$ cat config.mk
export PLATFORM = sky130hd
export DESIGN_NAME = tsfm_divider
export DESIGN_NICKNAME = d
export VERILOG_FILES = /design/src/rtl/tsfm_pkg.sv /design/src/rtl/tsfm_divider.sv
export SDC_FILE = /design/constraint.sdc
export NUM_CORES = 2
export LEC_CHECK = 0
export BUFFER_PORTS_ARGS = -buffer_cell sky130_fd_sc_hd__buf_2
export CAP_MARGIN = 20
export CORE_MARGIN = 2
export CORE_UTILIZATION = 60
export CTS_BUF_LIST = sky130_fd_sc_hd__clkbuf_4
export DETAILED_ROUTE_END_ITERATION = 8
export PLACE_DENSITY = 0.79
export REMOVE_ABC_BUFFERS = 1
export SLEW_MARGIN = 15
export SYNTH_ARGS = -nofsm -noshare
export SYNTH_HDL_FRONTEND = slang
export SYNTH_SLANG_ARGS = --single-unit
export TNS_END_PERCENT = 5
$ cat constraint.sdc
create_clock -name clk -period 4.1 [get_ports clk]
set_clock_uncertainty 0.2 [all_clocks]
set_input_delay 0.615 -clock clk [delete_from_list [all_inputs] [get_ports clk]]
set_output_delay 0.615 -clock clk [all_outputs]
set_load 0.03 [all_outputs]
$ cat src/rtl/tsfm_pkg.sv
package tsfm_pkg;

  localparam int FRAC_BITS      = 24;
  localparam int GRADE_BITS_DEF = 16;
  localparam int VAL_W          = 64;
  localparam int WEIGHT_W       = 16;
  localparam int MODE_W         = 2;
  localparam int IDX_W          = 3;

  localparam logic [MODE_W-1:0] MODE_LOWER  = 2'd0;
  localparam logic [MODE_W-1:0] MODE_HIGHER = 2'd1;
  localparam logic [MODE_W-1:0] MODE_BAND   = 2'd2;

  localparam logic [IDX_W-1:0] REG_CURVE_MODE   = 3'd0;
  localparam logic [IDX_W-1:0] REG_LOW_START    = 3'd1;
  localparam logic [IDX_W-1:0] REG_LOW_END      = 3'd2;
  localparam logic [IDX_W-1:0] REG_HIGH_START   = 3'd3;
  localparam logic [IDX_W-1:0] REG_HIGH_END     = 3'd4;
  localparam logic [IDX_W-1:0] REG_BLEND_WEIGHT = 3'd5;

  // Which grade rises on the chosen segment, or which one is pinned at one.
  localparam logic [2:0] SEG_WEAK_ONE   = 3'd0;
  localparam logic [2:0] SEG_LO_A       = 3'd1; // medium rises, weak falls
  localparam logic [2:0] SEG_LO_B       = 3'd2; // strong rises, medium falls
  localparam logic [2:0] SEG_STRONG_ONE = 3'd3;
  localparam logic [2:0] SEG_HI_A       = 3'd4; // medium rises, strong falls
  localparam logic [2:0] SEG_HI_B       = 3'd5; // weak rises, medium falls

endpackage

$ cat src/rtl/tsfm_divider.sv
module tsfm_divider #(
  parameter int GRADE_BITS = tsfm_pkg::GRADE_BITS_DEF
) (
  input  logic                           clk,
  input  logic                           rst,
  input  logic                           advance,
  input  logic                           in_valid,
  input  logic [tsfm_pkg::VAL_W-1:0]     in_d,
  input  logic [tsfm_pkg::VAL_W-1:0]     in_len,
  input  logic [2:0]                     in_seg,
  output logic                           out_valid,
  output logic [GRADE_BITS:0]            out_q,
  output logic [2:0]                     out_seg
);
  import tsfm_pkg::*;

  // One quotient bit per stage; a bit shifted out at the top of the
  // remainder forces that quotient bit.
  logic                  v   [GRADE_BITS+1];
  logic [VAL_W-1:0]      r   [GRADE_BITS+1];
  logic [VAL_W-1:0]      len [GRADE_BITS+1];
  logic [GRADE_BITS-1:0] q   [GRADE_BITS+1];
  logic                  one [GRADE_BITS+1];
  logic [2:0]            sg  [GRADE_BITS+1];

  always_ff @(posedge clk) begin
    if (rst) begin
      v[0] <= 1'b0;
    end else if (advance) begin
      v[0] <= in_valid;
    end
    if (advance) begin
      r[0]   <= in_d;
      len[0] <= in_len;
      q[0]   <= '0;
      one[0] <= (in_d >= in_len);
      sg[0]  <= in_seg;
    end
  end

  for (genvar i = 0; i < GRADE_BITS; i++) begin : g_stage
    logic             carry;
    logic [VAL_W-1:0] sh;
    logic             bit_q;
    assign carry = r[i][VAL_W-1];
    assign sh    = {r[i][VAL_W-2:0], 1'b0};
    assign bit_q = carry || (sh >= len[i]);
    always_ff @(posedge clk) begin
      if (rst) begin
        v[i+1] <= 1'b0;
      end else if (advance) begin
        v[i+1] <= v[i];
      end
      if (advance) begin
        r[i+1]   <= bit_q ? sh - len[i] : sh;
        len[i+1] <= len[i];
        q[i+1]   <= {q[i][GRADE_BITS-2:0], bit_q};
        one[i+1] <= one[i];
        sg[i+1]  <= sg[i];
      end
    end
  end

  assign out_valid = v[GRADE_BITS];
  assign out_seg   = sg[GRADE_BITS];
  assign out_q     = one[GRADE_BITS] ? {1'b1, {GRADE_BITS{1'b0}}}
                                     : {1'b0, q[GRADE_BITS]};

endmodule
# ---- Yosys cells after proc, flatten, opt, wreduce, memory -nomap -nowiden
# Memory sizes are Yosys's and may differ from the RTL's.
# Index checks and enable logic that the tools add are counted.
dict set report classes {
  add_sub_neg 16
  magnitude_cmp 17
  mux 40
  bitwise 17
  reduce_logical 16
}
# cell n
set op_table {}
lappend op_table {{$ge 64x64->1} 17}
lappend op_table {{$mux 64} 16}
lappend op_table {{$sub 64x64->64} 16}
lappend op_table {{$mux 1} 23}
lappend op_table {{$mux 17} 1}
lappend op_table {{$or 1x1->1} 17}
lappend op_table {{$logic_or 1x1->1} 16}
dict set report totals {
  reg_bits 0
  ramBits 2533
  input_bits 135
  out_inout_bits 21
  elab_cells 112
  memories 6
}
# name words width read_ports rd_clocked_by_memory_dff write_ports line_no
set mem_list {}
lappend mem_list {len 17 64 16 0 17 tsfm_divider.sv:21} ;# logic [VAL_W-1:0] len [GRADE_BITS+1];
lappend mem_list {r 17 64 16 0 17 tsfm_divider.sv:20} ;# logic [VAL_W-1:0] r [GRADE_BITS+1];
lappend mem_list {q 17 16 17 0 17 tsfm_divider.sv:22} ;# logic [GRADE_BITS-1:0] q [GRADE_BITS+1];
lappend mem_list {sg 17 3 17 0 17 tsfm_divider.sv:24} ;# logic [2:0] sg [GRADE_BITS+1];
lappend mem_list {one 17 1 17 0 17 tsfm_divider.sv:23} ;# logic one [GRADE_BITS+1];
lappend mem_list {v 17 1 17 0 17 tsfm_divider.sv:19} ;# logic v [GRADE_BITS+1];

# ---- Longest topological paths before layout
dict set report logic_depth {
  ltp_word 4
  ltp_mapped 18
  depth_no_buf 14
}

# ---- Least setup slack after synthesis
# Ideal clock, no wire load.
dict set report synth_timing {
  path_type {register to register}
  start {mem r[13][0], in the netlist r[0][832]}
  end {mem r[14][15], in the netlist r[0][911], data pin}
  setup_ns 0.262
  arrival_ns 3.562
  required_ns 3.638
  setup_slack_ns 0.076
  path_stages_with_launch 15
  path_buffers 2
  synth_period_minus_slack_ns 4.024
  cell_sequence {edfxtp_1 fa_1 a211o_1 a21oi_1 a2111o_1 nand2_1 a221o_1 a31oi_1 o21a_1 o311a_1 nor2_1 a31oi_1 buf_2 buf_4 mux2_1}
}
# item line_no
set synth_lines {}
lappend synth_lines {{start, declared} tsfm_divider.sv:20}

==> flow_summary.toml <==
[grt]
antenna_found_initial = 1
grt_use_total_pct = 28.8
grt_pass1_vias = 112661
grt_pass1_wl_mm = 549
grt_max_degree = 104
grt_overflow_total = 0

[pwr]
ir_drop_uv = 413
pwr-share-seq_pct = 29.3
pwr-share-comb_pct = 56.1
power_uw = 132000
powerDensity_nw_per_um2 = 783
power_switching_uw = 52800
p_clk_share_pct = 14.6
p_leak_uw = 0.0735
sw_frac_of_total_pct = 40.1
p_int_uw = 79000

[clocking]
worstSkewPairLatency_ps = 1410
htree_levels = 6
cts_sinks = 2269
cts_tree = "done"
path_clk_slew_ps = 60
clk_path_buf_depth = 4
cts_root_buffer = "clkbuf_4"
numCtsBuffers = 601

[place]
placed_area_um2 = 155000
io_buffers = 155
dp_cells = 18009
dp_slack_ps = -509
gp_congestion = 0.983
place_hpwl_mm = 259

[setup_path]
cpPeakStageDelay_ps = 410
cp_slowest_cell = "edfxtp_1"
critical_path.endpoint_type = "register"
r2r-end = "r[0][255]"
cp_top_family = "compound AO/OA/AOI/OAI gates"
path_buf_inv = 4
r2r_cells = 17
rrSetupSlack_ps = -70
critPathArrivalTime_ps = 5040
critPathKind = "reg -> reg"
worst_path_most_repeated_cell = "buf_4"
cp.required_ps = 4970
critPathMaxFanout = 3
cp-start-kind = "register"
timing.rr.start = "r[0][131]"
crit_path_cell_trace = "ha_1 > a21o_1 > and4_1 > a2111oi_4 > buf_4 > o21ai_2 > a2111oi_2 > buf_4 > o21ai_1 > buf_4 > a31oi_4 > buf_4 > o41a_1 > a21oi_2 > a211oi_2 > xor2_1 > o21ai_1"

[timing]
setup_viol = 17
finalCritPeriodShare_pct = 102
finalCriticalPeriod_ps = 4170
fin_ws_ps = -71.3
max_slew_margin_pct = 36.0
fin_setup_tns_ps = -361
slew_violations = 0
max_freq_mhz = 240
hold_viol = 0
rsz0062_at_grt = "true"
worstMarginPinSlew_ps = 952

[floorplanning]
die_w_um = 487
fp.dieArea_um2 = 237000
pin_count = 156
start_util_pct = 60.2
fp.dieH_um = 487
rows = 177
core_um2 = 232000

[route]
num_vias = 110495
drt-total-wl_mm = 349
drtIter0Drc = 6812
routed_via_density = 5.71
dr.pass1.iters = 6
drc = 0
postRouteAntennaNets = 0
wire_per_inst_um = 18.0

[finish]
layout-drive-gt1-share_pct = 19.9
multi_input_area_um2 = 66700
final_common_cell = "edfxtp_1"
mostFrequentLayoutCells = "edfxtp_1, buf_4, a21oi_1"
nNetsFinal = 17145
fillers = 16903
seqCellArea_um2 = 68100
fin_cells = 19358
syn_to_final_growth_pct = 20.5
final_area_um2 = 168000

[logic_synthesis]
syn_area_um2 = 140000
yosysUniqueCellTypes = 97
synth-edff-count = 2269
async_flop_share_pct = 0
yosys_register_bits = 2269
ys.warnings.count = 0
syn_area_per_cell_um2 = 10.2
yosysSeqAreaShare_pct = 48.8
synth_cells = 13678
synth_ff_type = "edfxtp_1"

[flow_run]
maxCapViolCount = 0

[min_path]
hold_path_depth = 0
hold_path.class = "reg -> reg"
holdPathEnd = "len[0][561]"
worstHoldStart = "len[0][497]"

[status]
outcome = "complete, but fails checks"
violations = "negative setup slack"
[power by group through the flow]
| stage | registers [uW] | clock network, uW | logic, uW |
|---|---|---|---|
| after global placement | 38800 | 0 | 68200 |
| final | 38600 | 19300 | 74000 |
| after CTS | 38400 | 19800 | 71500 |
| after detailed placement | 38900 | 0 | 69200 |
| after floorplan | 37400 | 0 | 45900 |
| after global routing | 39100 | 21100 | 81100 |
[cells by family (layout without fill, tap and decap cells)]
group           count (synthesis)  in the layout  share of synthesized area, %
other cells                     0              2                             0
fa+ha+maj                    1102           1102                          9.95
buf+inv                      1848           4479                          5.06
xor+xnor                      897            897                          5.62
flops                        2269           2269                          48.8
compound gates               4191           4195                          18.5
simple gates                 3180           3180                          10.6
mux                           191            191                          1.53
[repair_timing]
action | in CTS | in global routing
pin swaps | 60 | 121
buffers inserted | 29 | 31
setup endpoints to repair | 646 | 767
hold endpoints to repair | 2394 | 0
gates resized for setup | 159 | 284
gates cloned | 11 | 3
hold buffers | 269 | 0
[worst reg2reg max path: cells and delay by family (launching register included)]
family                   cells  cell delay, ps
AO/OA/AOI/OAI               10            1880
XOR/XNOR                     1             160
adder cells (fa/ha/maj)      1             340
buffers and inverters        4             690
flip-flops                   1             410
AND/OR/NAND/NOR              1             240
[metal layers]
layer	part of all wire (%)	global-route usage (%)	routed length, um
met5	0	0	0
met4	7.7	20.7	26900
met3	3.8	3.58	13200
met2	52	53.5	181000
met1	37	29.8	128000
[how the worst max path moves through the flow]
stage	from	end	slack [ps]	cells past startpoint
2_1_floorplan	r[0][192]	r[0][293]	-5510	12
3_3_place_gp	r[0][832]	r[0][954]	-480	14
3_5_place_dp	r[0][832]	r[0][956]	-510	13
4_1_cts	r[0][512]	r[0][635]	-130	16
5_1_grt	r[0][448]	r[0][532]	-150	16
6_report	r[0][131]	r[0][255]	-70	17
[stage by stage]
stage	util, %	hold slack [ps]
floorplan	-	200
global placement	67.0	201
detailed placement	67.0	205
CTS	71.8	1.78
global route	72.5	163
finish	72.5	176
[state kept, by name (all words and copies together) (netlist names)]
| signal | flops |
|---|---|
| v | 17 |
| sg | 51 |
| q | 136 |
| r | 1024 |
| one | 17 |
| len | 1024 |
[final cells by class]
class	instances	area share (%)
diodes	2	0.00297
clock buffers	798	3.56
clock inverters	210	0.797
inverters	1315	2.93
multi-input cells	9565	39.6
flip-flops and latches	2269	40.5
well taps	3043	2.26
repair buffers	2156	10.4
[synthesized netlist by cell type (33+ instances only)]
cell / number / area [um2]
xor2_1: 382 / 3350
o21bai_1: 188 / 1410
nand2_1: 1209 / 4540
o21ai_0: 797 / 3990
or2_2: 33 / 206
nor2_1: 726 / 2730
o31ai_1: 68 / 510
inv_1: 1312 / 4920
nand4_1: 279 / 1750
o21ai_1: 311 / 1560
nand2b_1: 106 / 663
ha_1: 1087 / 13600
o211ai_1: 66 / 495
nand3_1: 187 / 936
and2_1: 78 / 488
buf_2: 72 / 360
o21a_1: 106 / 796
nor4_1: 42 / 263
xnor2_1: 515 / 4510
nor2b_1: 156 / 976
mux2_1: 120 / 1350
clkbuf_1: 434 / 1630
nor3_1: 136 / 681
mux2_2: 64 / 721
edfxtp_1: 2269 / 68100
or3_1: 37 / 231
a21oi_1: 1349 / 6750
a21o_1: 708 / 5320
and3_1: 98 / 613
a211oi_1: 75 / 563
a31oi_1: 139 / 870
Power figures use the tool's default switching activity.
